## config.mk

```make
export PLATFORM = sky130hd
export DESIGN_NAME = tagged_index_table_top
export DESIGN_NICKNAME = d
export VERILOG_FILES = /design/src/rtl/core/tidx_pkg.sv /design/src/rtl/core/tidx_store.sv /design/src/rtl/core/tidx_seq.sv /design/src/rtl/core/tagged_index_table_top.sv
export SDC_FILE = /design/constraint.sdc
export NUM_CORES = 1
export LEC_CHECK = 0
export BUFFER_PORTS_ARGS = -buffer_cell sky130_fd_sc_hd__buf_2
export CELL_PAD_IN_SITES_DETAIL_PLACEMENT = 1
export CELL_PAD_IN_SITES_GLOBAL_PLACEMENT = 1
export CORE_UTILIZATION = 35
export DETAILED_ROUTE_END_ITERATION = 8
export PLACE_DENSITY_LB_ADDON = 0.15
export SYNTH_ARGS = -nofsm -noshare
export SYNTH_HDL_FRONTEND = slang
export SYNTH_SLANG_ARGS = --single-unit
```

## constraint.sdc

```tcl
create_clock -name clk -period 5.8 [get_ports clk]
set_clock_uncertainty 0.15 [all_clocks]
set_input_delay 0.58 -clock clk [delete_from_list [all_inputs] [get_ports clk]]
set_output_delay 0.58 -clock clk [all_outputs]
set_load 0.05 [all_outputs]
```

## src/rtl/core/tidx_pkg.sv

```systemverilog
// Shared types, constants and helpers for the tagged index table.
package tidx_pkg;

  localparam int ENTRIES  = 16;
  localparam int KEY_BITS = 16;
  localparam int IDX_W    = (ENTRIES > 1) ? $clog2(ENTRIES) : 1;
  localparam int CNT_W    = $clog2(ENTRIES + 1);

  localparam int MODE_W   = 3;
  localparam int GKEY_W   = 16;
  localparam int SLOT_W   = 4;
  localparam int SIZE_W   = 5;

  localparam logic [SIZE_W-1:0] SIZE_RESET = SIZE_W'(16);
  // Marker for "no slot": slot_out reads as this on any failure.
  localparam logic [SLOT_W-1:0] NO_SLOT    = '0;

  typedef enum logic [MODE_W-1:0] {
    MODE_FIND_FREE = 3'd0,
    MODE_LOOKUP    = 3'd1,
    MODE_SET_SLOT  = 3'd2,
    MODE_FREE_SLOT = 3'd3,
    MODE_FREE_KEY  = 3'd4,
    MODE_READ_SLOT = 3'd5
  } tidx_mode_t;

  typedef enum logic [2:0] {
    ST_IDLE,
    ST_EXEC,
    ST_SCAN,
    ST_RDWAIT,
    ST_RESP
  } tidx_state_t;

  typedef struct packed {
    logic [MODE_W-1:0] mode;
    logic [GKEY_W-1:0] global_key;
    logic [SLOT_W-1:0] slot_number;
  } tidx_req_t;

  typedef struct packed {
    logic              ok;
    logic [SLOT_W-1:0] slot_out;
    logic [GKEY_W-1:0] key_out;
  } tidx_rsp_t;

  // Command from the sequencer to the slot store.
  typedef struct packed {
    logic                wr_en;
    logic [IDX_W-1:0]    wr_addr;
    logic                wr_valid;
    logic [KEY_BITS-1:0] wr_key;
    logic                rd_en;
    logic [IDX_W-1:0]    rd_addr;
  } tidx_cmd_t;

  function automatic logic [KEY_BITS-1:0] key_to_store(input logic [GKEY_W-1:0] k);
    logic [31:0] ext;
    ext = 32'(k);
    return ext[KEY_BITS-1:0];
  endfunction

  function automatic logic [GKEY_W-1:0] key_to_port(input logic [KEY_BITS-1:0] k);
    logic [31:0] ext;
    ext = 32'(k);
    return ext[GKEY_W-1:0];
  endfunction

  function automatic logic [SLOT_W-1:0] idx_to_port(input logic [IDX_W-1:0] i);
    logic [31:0] ext;
    ext = 32'(i);
    return ext[SLOT_W-1:0];
  endfunction

  function automatic logic [IDX_W-1:0] slot_to_idx(input logic [SLOT_W-1:0] s);
    logic [31:0] ext;
    ext = 32'(s);
    return ext[IDX_W-1:0];
  endfunction

endpackage

```

## src/rtl/core/tidx_store.sv

```systemverilog
// Slot store: per-slot valid flags in flops and a key memory with registered read.
module tidx_store import tidx_pkg::*; (
  input  logic                clk,
  input  logic                rst_n,
  input  tidx_cmd_t           cmd,
  output logic                rd_valid,
  output logic [KEY_BITS-1:0] rd_key
);

  logic [ENTRIES-1:0]  valid_r;
  logic [KEY_BITS-1:0] key_mem [ENTRIES];
  logic                rd_valid_r;
  logic [KEY_BITS-1:0] rd_key_r;

  always_ff @(posedge clk) begin
    if (!rst_n) begin
      valid_r <= '0;
    end else if (cmd.wr_en) begin
      valid_r[cmd.wr_addr] <= cmd.wr_valid;
    end
  end

  always_ff @(posedge clk) begin
    if (cmd.wr_en) begin
      key_mem[cmd.wr_addr] <= cmd.wr_key;
    end
  end

  // Never-written entries are masked by their clear valid flag.
  always_ff @(posedge clk) begin
    if (cmd.rd_en) begin
      rd_valid_r <= valid_r[cmd.rd_addr];
      rd_key_r   <= key_mem[cmd.rd_addr];
    end
  end

  assign rd_valid = rd_valid_r;
  assign rd_key   = rd_valid_r ? rd_key_r : '0;

endmodule

```

## src/rtl/core/tidx_seq.sv

```systemverilog
// Request sequencer: decodes a request and steps the slot compare over the store.
module tidx_seq import tidx_pkg::*; (
  input  logic                clk,
  input  logic                rst_n,
  input  logic                req_valid,
  output logic                req_ready,
  input  tidx_req_t           req,
  input  logic [CNT_W-1:0]    eff_size,
  output tidx_cmd_t           cmd,
  input  logic                rd_valid,
  input  logic [KEY_BITS-1:0] rd_key,
  output logic                rsp_valid,
  output tidx_rsp_t           rsp,
  input  logic                rsp_take
);

  tidx_state_t         state_r, state_nxt;
  tidx_req_t           req_r, req_nxt;
  tidx_rsp_t           rsp_r, rsp_nxt;
  logic [CNT_W-1:0]    idx_r, idx_nxt;
  logic                chk_r, chk_nxt;
  logic [IDX_W-1:0]    chk_idx_r, chk_idx_nxt;

  logic                slot_ok;
  logic                issue;
  logic                match;
  logic [KEY_BITS-1:0] req_key;

  always_ff @(posedge clk) begin
    if (!rst_n) begin
      state_r <= ST_IDLE;
      chk_r   <= 1'b0;
    end else begin
      state_r <= state_nxt;
      chk_r   <= chk_nxt;
    end
  end

  always_ff @(posedge clk) begin
    req_r     <= req_nxt;
    rsp_r     <= rsp_nxt;
    idx_r     <= idx_nxt;
    chk_idx_r <= chk_idx_nxt;
  end

  assign req_key = key_to_store(req_r.global_key);
  assign slot_ok = (32'(req_r.slot_number) < 32'(eff_size));
  assign issue   = (idx_r < eff_size);

  // Shared slot compare: free slot for find, matching active key otherwise.
  always_comb begin
    if (tidx_mode_t'(req_r.mode) == MODE_FIND_FREE) begin
      match = chk_r && !rd_valid;
    end else begin
      match = chk_r && rd_valid && (rd_key == req_key);
    end
  end

  always_comb begin
    state_nxt   = state_r;
    req_nxt     = req_r;
    rsp_nxt     = rsp_r;
    idx_nxt     = idx_r;
    chk_nxt     = chk_r;
    chk_idx_nxt = chk_idx_r;
    cmd         = '0;
    req_ready   = 1'b0;
    rsp_valid   = 1'b0;

    case (state_r)
      ST_IDLE: begin
        req_ready = 1'b1;
        if (req_valid) begin
          req_nxt   = req;
          state_nxt = ST_EXEC;
        end
      end

      ST_EXEC: begin
        rsp_nxt          = '0;
        rsp_nxt.slot_out = NO_SLOT;
        state_nxt        = ST_RESP;
        case (tidx_mode_t'(req_r.mode))
          MODE_FIND_FREE, MODE_LOOKUP, MODE_FREE_KEY: begin
            idx_nxt   = '0;
            chk_nxt   = 1'b0;
            state_nxt = ST_SCAN;
          end
          MODE_SET_SLOT: begin
            if (slot_ok) begin
              cmd.wr_en    = 1'b1;
              cmd.wr_addr  = slot_to_idx(req_r.slot_number);
              cmd.wr_valid = 1'b1;
              cmd.wr_key   = req_key;
              rsp_nxt.ok   = 1'b1;
            end
          end
          MODE_FREE_SLOT: begin
            if (slot_ok) begin
              cmd.wr_en    = 1'b1;
              cmd.wr_addr  = slot_to_idx(req_r.slot_number);
              rsp_nxt.ok   = 1'b1;
            end
          end
          MODE_READ_SLOT: begin
            if (slot_ok) begin
              cmd.rd_en   = 1'b1;
              cmd.rd_addr = slot_to_idx(req_r.slot_number);
              state_nxt   = ST_RDWAIT;
            end
          end
          default: begin
          end
        endcase
      end

      ST_SCAN: begin
        if (match) begin
          rsp_nxt.ok       = 1'b1;
          rsp_nxt.slot_out = idx_to_port(chk_idx_r);
          if (tidx_mode_t'(req_r.mode) == MODE_FREE_KEY) begin
            cmd.wr_en   = 1'b1;
            cmd.wr_addr = chk_idx_r;
          end
          chk_nxt   = 1'b0;
          state_nxt = ST_RESP;
        end else if (issue) begin
          cmd.rd_en   = 1'b1;
          cmd.rd_addr = idx_r[IDX_W-1:0];
          idx_nxt     = idx_r + CNT_W'(1);
          chk_nxt     = 1'b1;
          chk_idx_nxt = idx_r[IDX_W-1:0];
        end else begin
          chk_nxt = 1'b0;
          if (!chk_r) begin
            state_nxt = ST_RESP;
          end
        end
      end

      ST_RDWAIT: begin
        rsp_nxt.ok      = 1'b1;
        rsp_nxt.key_out = key_to_port(rd_key);
        state_nxt       = ST_RESP;
      end

      ST_RESP: begin
        rsp_valid = 1'b1;
        if (rsp_take) begin
          state_nxt = ST_IDLE;
        end
      end

      default: begin
        state_nxt = ST_IDLE;
      end
    endcase
  end

  assign rsp = rsp_r;

endmodule

```

## src/rtl/core/tagged_index_table_top.sv

```systemverilog
// Top level of the tagged index table: config register, sequencer, store, output register.
// One transaction at a time in the sequencer: a scan steps through the single compare
// unit and the one store read port, and a new request is taken only after the previous
// result has moved into the output register.
// Reset: synchronous active-low rst_n clears valid flags, sequencer state and output valid, size is 16.
module tagged_index_table_top import tidx_pkg::*; (
  input  logic              clk,
  input  logic              rst_n,
  input  logic              in_valid,
  output logic              in_ready,
  input  tidx_req_t         in_data,
  output logic              out_valid,
  input  logic              out_ready,
  output tidx_rsp_t         out_data,
  input  logic              cfg_we,
  input  logic [SIZE_W-1:0] cfg_wdata
);

  logic [SIZE_W-1:0]   table_size_r;
  logic [CNT_W-1:0]    eff_size;
  tidx_cmd_t           cmd;
  logic                rd_valid;
  logic [KEY_BITS-1:0] rd_key;
  logic                rsp_valid;
  tidx_rsp_t           rsp;
  logic                rsp_take;
  logic                out_valid_r;
  tidx_rsp_t           out_data_r;

  // Hold the table size; write it only while no transaction is in flight.
  always_ff @(posedge clk) begin
    if (!rst_n) begin
      table_size_r <= SIZE_RESET;
    end else if (cfg_we) begin
      table_size_r <= cfg_wdata;
    end
  end

  // Saturate the configured size to the physical slot count.
  always_comb begin
    if (32'(table_size_r) > ENTRIES) begin
      eff_size = CNT_W'(ENTRIES);
    end else begin
      eff_size = CNT_W'(table_size_r);
    end
  end

  tidx_seq u_seq (
    .clk       (clk),
    .rst_n     (rst_n),
    .req_valid (in_valid),
    .req_ready (in_ready),
    .req       (in_data),
    .eff_size  (eff_size),
    .cmd       (cmd),
    .rd_valid  (rd_valid),
    .rd_key    (rd_key),
    .rsp_valid (rsp_valid),
    .rsp       (rsp),
    .rsp_take  (rsp_take)
  );

  tidx_store u_store (
    .clk      (clk),
    .rst_n    (rst_n),
    .cmd      (cmd),
    .rd_valid (rd_valid),
    .rd_key   (rd_key)
  );

  // Output register: take a finished result when empty or being drained, so the
  // sequencer can go back to accepting while the previous transaction waits here.
  assign rsp_take = rsp_valid && (!out_valid_r || out_ready);

  always_ff @(posedge clk) begin
    if (!rst_n) begin
      out_valid_r <= 1'b0;
    end else if (rsp_take) begin
      out_valid_r <= 1'b1;
    end else if (out_ready) begin
      out_valid_r <= 1'b0;
    end
  end

  always_ff @(posedge clk) begin
    if (rsp_take) begin
      out_data_r <= rsp;
    end
  end

  assign out_valid = out_valid_r;
  assign out_data  = out_data_r;

endmodule

```

Word-level counts from Yosys, hierarchy flattened:

Memories as Yosys holds them, arrays and structs flattened. A register that Yosys moved wholly into a read port is not among the register bits.
Index checks and enable logic that the tools add are counted.

* muxes and demuxes: 48
* reduce and logical (&&, ||, !) cells: 23
* order comparisons: 6
* add/subtract/negate cells: 1
* bitwise gates (word level): 1
* equal/unequal tests: 18

Operators by type and width (number)
* 5-bit 2-to-1 mux: 11
* 5-bit case mux with 2 select lines: 4
* 17-bit 2-to-1 mux: 2
* 16-bit case mux with 2 select lines: 1
* 22-bit 2-to-1 mux: 1
* 3-bit 2-to-1 mux: 6
* 16-bit bitwise mux: 1
* 16-bit equality test: 1
* 16-bit 2-to-1 mux: 1
* 3-bit case mux with 5 select lines: 1
* 1-bit 2-to-1 mux: 14
* 3-bit by 2-bit equality test with 1-bit output (second input constant): 4
* 4-bit by 5-bit less-than comparator with 1-bit output (second input constant): 2
* 3-bit equality test (second input constant): 3
* 2-bit inequality test (second input constant): 4
* 4-bit case mux with 2 select lines: 1
* 2-bit AND reduction: 4
* 4-bit AND reduction: 2
* 3-bit by 1-bit equality test with 1-bit output (second input constant): 2
* 3-bit zero test: 2
* 3-bit inequality test (second input constant): 2
* 3-bit case mux with 2 select lines: 1
* 2-bit nonzero test: 3
* 5-bit by 1-bit adder with 5-bit output (second input constant): 1
* 17 further kinds: 23

* RAM bits: 256
* bits of input ports: 33
* logic and storage cells: 115
* flip-flop bits (word level): 101
* memories kept: 1

Memory list
* u_store.key_mem: depth 16, width 16, read ports 1, clocked after memory_dff 1, wr ports 1, line tidx_store.sv:11 `logic [KEY_BITS-1:0] key_mem [ENTRIES];`

Logic depth before layout (Yosys ltp):

Gate-level depths: netlist of run 1.

* word-level depth: 11
* mapped depth: 16
* gate-level depth less buffers: 13

Hierarchy:

Synthesis of run 1 repeated with hierarchy kept, for this count alone.

* cell total of the unflattened synthesis: 794
* area total of the unflattened synthesis: 14721.6 um^2

Modules (own cells, without submodules)
* tidx_store: times used 1, area each 11136.9 um^2, sequential area each 8518.2 um^2, cells each 538
* tidx_seq: times used 1, area each 2695.1 um^2, sequential area each 1671.6 um^2, cells each 210
* tagged_index_table_top: times used 1, area each 889.6 um^2, sequential area each 750.7 um^2, cells each 46

Worst setup path after synthesis of run 1:

OpenSTA, ideal clock, no wires.

* path type: register -> register
* start point: reg table_size_r[4]
* end point: reg u_store.valid_r[13]
* setup time: 117 ps
* setup slack: 2120 ps
* arrival: 3413 ps
* buffers on the path: 0
* period minus slack after synthesis: 3680 ps
* stages on the path, launching flop included: 14
* required time: 5533 ps
* path through: dfxtp_1 -> clkinv_1 -> nand2_1 -> ha_1 -> a21oi_1 -> o21ai_0 -> a21o_1 -> a2111oi_2 -> nand2_1 -> o31ai_1 -> nand2_1 -> nor2_1 -> mux2i_1 -> nor2b_1

* word-level cells in the longest chain between the ends: 11
* elaborated cells on any way between the ends: 15

RTL lines
* start: declaration: line tagged_index_table_top.sv:19 `logic [SIZE_W-1:0] table_size_r;`
* start signal: assignment: line tagged_index_table_top.sv:35 `table_size_r <= cfg_wdata;`
* 5-bit > comparator: line tagged_index_table_top.sv:41 `if (32'(table_size_r) > ENTRIES) begin`
* 5-bit 2-to-1 mux (*): line tagged_index_table_top.sv:41
* 4-bit by 5-bit less-than comparator with 1-bit output (*): line tidx_seq.sv:47 `assign slot_ok = (32'(req_r.slot_number) < 32'(eff_size));`
* 5-bit 2-to-1 mux / 22-bit 2-to-1 mux (equally long branches): line tidx_seq.sv:99, tidx_seq.sv:90
* 5-bit case mux with 2 select lines: line tidx_seq.sv:83 `case (tidx_mode_t'(req_r.mode))`
* 5-bit case mux with 2 select lines: line tidx_seq.sv:70 `case (state_r)`
* 4-bit by 5-bit less-than comparator with 1-bit output (implied by the code) / 4-bit by 1-bit >= comparator with 1-bit output (equally long branches): line tidx_store.sv:19 `valid_r[cmd.wr_addr] <= cmd.wr_valid;`
* 1-bit logical AND (implied by the code): line tidx_store.sv:19
* 1-bit 2-to-1 mux (implied by the code): line tidx_store.sv:19
* 1-bit demux with 4-bit select
* 16-bit bitwise mux: line tidx_store.sv:19
* end signal: indexed assignment: line tidx_store.sv:19
* end: declaration: line tidx_store.sv:10 `logic [ENTRIES-1:0] valid_r;`

Every way passes the cells marked *; elsewhere a longest branch is shown, timed or not.
A chain may end at the register's enable or synchronous reset.

Worst setup path in the final report of run 1:

* start point: reg table_size_r[4]
* end point: mem u_store.key_mem[1][8], enable pin

* word-level cells in the longest chain between the ends: 8
* elaborated cells on any way between the ends: 9

RTL lines
* 5-bit > comparator: line tagged_index_table_top.sv:41
* 5-bit 2-to-1 mux (*): line tagged_index_table_top.sv:41
* 4-bit by 5-bit less-than comparator with 1-bit output (*): line tidx_seq.sv:47
* 5-bit 2-to-1 mux / 22-bit 2-to-1 mux (equally long branches): line tidx_seq.sv:99, tidx_seq.sv:90
* 5-bit case mux with 2 select lines (*): line tidx_seq.sv:83
* 5-bit case mux with 2 select lines (*): line tidx_seq.sv:70
* 1-bit 2-to-1 mux: line tidx_store.sv:24 `if (cmd.wr_en) begin`
* 1-bit 2-to-1 mux (implied by the code): line tidx_store.sv:25 `key_mem[cmd.wr_addr] <= cmd.wr_key;`
* end: declaration: line tidx_store.sv:11

Marks and branches as above.

==> impl_metrics.ini, run 1 <==
[floorplanning]
dieArea_mm2 = 0.0446
placementRows = 76
pin_count = 56
die_h_um = 211
coreArea_mm2 = 0.0431
die_w_um = 211
start_util = 0.355

[place]
io_buffer_count = 55
placed_area_mm2 = 0.0163
dp_hpwl_um = 25400
gp_congestion = 0.769

[yosys]
synth-seq-cells = 373
ys_seq_area_frac = 0.715
yosys.area_share.simple = 0.131
synthXorXnorAreaFrac = 0.00744
yosys-top-cells-count = edfxtp_1, nand2_1, mux2i_1, nand3_1, and2_1
syn_area_per_cell_um2 = 14.0
synth.most_common_cell = edfxtp_1
synth_warnings = 0
syn_area_mm2 = 0.0153
syn_nets = 1134
synth_adder_area_share = 0.00654
synth_compound_area_frac = 0.0559
synth_edf_count = 347
synth.area.top_cells = edfxtp_1, mux2i_1, nand2_1
synth_cell_types = 61
netlist_instances = 1093
synth.area.mux_share = 0.0608
async_reset_ff_frac = 0
synth_top_cell_area_share = 0.681
yosys.area.top_type = edfxtp_1
synth-main-ff-cell = edfxtp_1
synth_top_family_by_area = simple AND/OR/NAND/NOR gates

[detailed_routing]
drt-initial-drc-count = 677
wl_per_cell_um = 23.7
num_vias = 9215
via_per_inst = 5.18
routed_wl_um = 42100
drt-pass1-iter-count = 5
route.detailed.drc = 0
ant_nets = 0

[global_route]
grt_max_degree = 112
antenna_found_initial = 3
first_global_vias = 9504
grt_util_all_layers = 0.193
grt_overflow_total = 0
grt_pass1_wl_um = 62500

[sta]
period_minus_slack_ns = 4.51
finalSetupViolCount = 0
slew_violations = 0
rsz0062_at_grt = false
max_slew_margin = 0.236
fmax_ghz = 0.222
period_share = 0.777
tns_ns = 0
tightest_slew_ns = 1.15
fin_hold_ws_ns = 0.0383
hold_viol = 0

[worst_hold_path]
hold_path_class = in -> reg
hold_depth = 1

[clock_tree]
clock_path_buffers = 3
clock-root-buffer = clkbuf_16
tritoncts = built
htree_levels = 2
clkSinkCount = 373
clock_latency_ns = 0.57
clkTransAtPathRegs_ns = 0.06
hold_buffers = 0
cts.repair.resized = 0
post-cts-setup-buffers = 0
cts_buffers = 42

[setup_path]
setup.worst_path.start_class = flip-flop
end_kind = flip-flop
worstSetupPathType = reg -> reg
crit_required_ns = 5.82
r2r_cells = 11
arrival_ns = 4.53
critical_path.max_fanout = 17

[cells_and_area]
antennaDiodeCount = 0
fill_cells = 4423
area_growth_pct = 14.5
drive_gt1_frac = 0.136
fin_util = 0.407
final_nets = 1204
final_area_mm2 = 0.0175

[outcome]
status = completed

[power_and_ir_drop]
worst_ir_drop_vdd_v = 0.000181
powerDensity_mw_per_mm2 = 327
total_power_mw = 5.74
power.leakage_nw = 6.49

[run]
max_cap_viol_count = 0
-- worst max-delay path, stage by stage, from the launching register on --
cell and delay [ns]:
dfxtp_1 0.34, clkinv_1 0.24, nand2_1 0.18, ha_1 0.25
a21oi_1 0.15, o21ai_0 0.09, a21o_1 0.23, a2111oi_2 0.94
nand2_1 0.25, o31ai_1 0.18, nand2_1 0.18, nor2_2 0.91
-- stage by stage --
stage / instances / setup slack, ns
floorplan: 1093 / 2.12
global placement: 1704 / 1.59
detailed placement: 1704 / 1.38
CTS: 1780 / 1.33
global route: 1780 / 0.843
finish: 1780 / 1.29
-- layer usage --
metal / vias up / track usage / part of all wire
met5: - / 0 / 0.00031
met4: 2 / 0.0562 / 0.024
met3: 67 / 0.0352 / 0.052
met2: 200 / 0.298 / 0.45
met1: 4728 / 0.276 / 0.47
li1: 4218 / - / -
-- flip-flops by register name (all words and copies together) (netlist names) --
register and flops:
out_data 21, out_valid 1, table_size_r 5, u_seq.chk_idx_r 4, u_seq.chk_r 1, u_seq.idx_r 5, u_seq.req_key 16, u_seq.req_r 7
u_seq.rsp 21, u_seq.state_r 3, u_store.key_mem 256, u_store.rd_key_r 16, u_store.rd_valid 1, u_store.valid_r 16
-- kinds of logic after synthesis --
family | count (synthesis)
AOI/OAI and AO/OA | 117
adders and majority gates | 8
muxes | 93
DFF | 373
buffers and inverters | 69
and+or+nand+nor | 420
xor gates and xnor gates | 13
-- worst paths after layout --
path                   start                    end  slack, ns
min              in_data[11]       u_seq.req_key[7]       0.04
max reg2reg  table_size_r[4]  u_store.key_mem[1][8]       1.29
max          table_size_r[4]  u_store.key_mem[1][8]       1.29
min reg2reg     u_seq.rsp[3]            out_data[3]       0.27
-- power by group --
part	switching, mW	internal [mW]	total [mW]
clock	1.04	1.44	2.49
combinational	0.162	0.0718	0.234
sequential	0.0461	2.97	3.02
total	1.25	4.49	5.74
-- cell usage in the layout (no fill, tap or decap), types with 8 or more instances in the layout --
| cell | instances |
|---|---|
| o21ai_0 | 15 |
| a211oi_1 | 11 |
| a21oi_1 | 12 |
| nand2_1 | 180 |
| o211ai_1 | 16 |
| clkinv_1 | 14 |
| nand4_1 | 18 |
| and3_1 | 9 |
| buf_2 | 55 |
| mux2i_1 | 93 |
| buf_4 | 26 |
| dfxtp_1 | 26 |
| xor2_1 | 9 |
| nand3_1 | 73 |
| inv_1 | 11 |
| a22oi_1 | 8 |
| nor2_1 | 22 |
| clkbuf_16 | 43 |
| nor2_2 | 9 |
| edfxtp_1 | 347 |
| clkbuf_1 | 12 |
| nor3_1 | 23 |
| nor2b_1 | 19 |
| ha_1 | 8 |
| a31oi_1 | 10 |
| and2_1 | 45 |
-- layout make-up --
class / count / area [µm²] / area share
Clock buffer: 55 / 1120 / 0.0640
Clock inverter: 21 / 143 / 0.00814
Inverter: 13 / 48.8 / 0.00278
Multi-Input combinational cell: 651 / 4050 / 0.231
Sequential cell: 373 / 10900 / 0.624
Tap cell: 585 / 732 / 0.0418
Timing Repair Buffer: 82 / 490 / 0.0280
Note: power is estimated with default switching activity, not from simulation.
==> run 2, diff against run 1 <==
clock period = 4.1 ns   (was 5.8 ns; I/O delays follow)
==> impl_metrics.ini, run 2 (synthesis results as in run 1) <==
[floorplanning]
placementRows = 76
die_w_um = 211
coreArea_mm2 = 0.0431
die_h_um = 211
pin_count = 56
dieArea_mm2 = 0.0446
start_util = 0.355

[setup_path]
rrSetupSlack_ns = 0.31
crit_start = table_size_r[4]
cp_top_family = compound AO/OA/AOI/OAI gates
r2r_cells = 13
reg2reg_to = u_store.rd_key_r[10]
worst_path_most_repeated_cell = nand2_1
worstSetupPathType = reg -> reg
critPathBufInv = 2
arrival_ns = 4.05
cp.depth = 13
end_kind = flip-flop
r2r_start = table_size_r[4]
slowest_delay_ns = 0.46
path_cells = clkinv_1 > nand2_1 > ha_1 > a21oi_1 > o21ai_0 > a21o_1 > and2_1 > nor3_1 > a31o_2 > buf_4 > nand2_1 > o22a_1 > nand4_1
crit_path_end = u_store.rd_key_r[10]
cp_slowest_cell = a31o_2
critical_path.max_fanout = 11
setup.worst_path.start_class = flip-flop
crit_required_ns = 4.36

[run]
max_cap_viol_count = 0

[power_and_ir_drop]
p_switching_mw = 1.81
power.leakage_nw = 6.83
p_int_mw = 6.47
swShare = 0.219
power_frac_seq = 0.515
powerDensity_mw_per_mm2 = 456
clockPowerShare = 0.441
pwr-share-comb = 0.045
worst_ir_drop_vdd_v = 0.000276

[place]
dp_cells = 1734
dp_hpwl_um = 27000
gp_congestion = 0.802
io_buffer_count = 55

[sta]
max_slew_margin = 0.394
period_share = 0.925
fmax_ghz = 0.264
tightest_slew_ns = 0.909
finalSetupViolCount = 0
rsz0062_at_grt = false
period_minus_slack_ns = 3.79
tns_ns = 0
fin_hold_ws_ns = 0.0536
hold_viol = 0
slew_violations = 0

[worst_hold_path]
hp-start = cfg_we
hold_path_class = in -> reg

[clock_tree]
tritoncts = built
htree_levels = 2
clock-root-buffer = clkbuf_16
clkTransAtPathRegs_ns = 0.06
cts_buffers = 42
clock_latency_ns = 0.57
clock_path_buffers = 3
clkSinkCount = 373
post-cts-setup-buffers = 0

[global_route]
grt_max_degree = 76
grt_util_all_layers = 0.197
grt_pass1_wl_um = 63700
first_global_vias = 9580
antenna_found_initial = 0
grt_overflow_total = 0

[detailed_routing]
num_vias = 9442
wl_per_cell_um = 23.4
via_per_inst = 5.14
route.detailed.drc = 0
routed_wl_um = 43100
ant_nets = 0
drt-initial-drc-count = 764
drt-pass1-iter-count = 4

[cells_and_area]
regMostFlops = u_store.key_mem
fin_cells = 1838
largest_register_ffs = 256
antennaDiodeCount = 0
area_growth_pct = 18.8
final_nets = 1263
final_common_cell = edfxtp_1
mostFrequentLayoutCells = edfxtp_1, nand2_1, mux2i_1
drive_gt1_frac = 0.160

[outcome]
status = completed
[run 2: layout make-up]
class | instances | area, µm²
fillers | 4411 | 24900
flip-flops and latches | 373 | 10900
multi-input cells | 651 | 4040
clock buffers | 58 | 1140
repair buffers | 141 | 1090
well taps | 585 | 732
clock inverters | 17 | 175
inverters | 13 | 48.8
[run 2: worst register-to-register path: cells and delay by family, from the launching register on]
kind	cells	cell delay, ns
DFF	1	0.33
buffers and inverters	2	0.56
and+or+nand+nor	5	1.12
AOI/OAI and AO/OA	5	1.20
adders and majority gates	1	0.26
[run 2: what timing repair did]
action | CTS | global route
hold buffers | 29 | 0
resized for setup | 0 | 1
setup endpoints to repair | 0 | 1
endpoints found under the hold margin | 29 | 0
[run 2: power by group through the flow]
stage          Clock, mW  Sequential [mW]  Combinational [mW]
2_1_floorplan          0             4.33               0.205
3_3_place_gp           0             4.34               0.348
3_5_place_dp           0             4.34               0.353
4_1_cts             3.75             4.26               0.375
5_1_grt             3.88             4.26               0.404
6_report            3.65             4.26               0.371
[run 2: per-stage QoR]
step                setup slack [ns]  utilization  total power [mW]  cell area [µm²]
floorplan                      0.420            -              4.54            15300
global placement               0.347        0.385              4.69            16600
detailed placement             0.262        0.385              4.69            16600
CTS                            0.228        0.422              8.38            18200
global route                  0.0152        0.422              8.54            18200
finish                         0.307        0.422              8.28            18200
[run 2: worst min-delay path by stage]
| stage | endpoint | slack, ns | depth (start not counted) |
|---|---|---|---|
| after detailed placement | out_data[20] | 0.26 | 0 |
| after global placement | out_data[19] | 0.25 | 0 |
| final | table_size_r[4] | 0.05 | 2 |
| after CTS | table_size_r[4] | 0.01 | 2 |
| after global routing | table_size_r[4] | 0.06 | 2 |
| after floorplan | out_data[0] | 0.25 | 0 |
[run 2: layer usage]
layer,share of wire,vias up,global-route usage
li1,-,4341,-
met1,0.48,4847,0.279
met2,0.46,192,0.309
met3,0.037,62,0.0275
met4,0.025,0,0.0660
met5,0,-,0
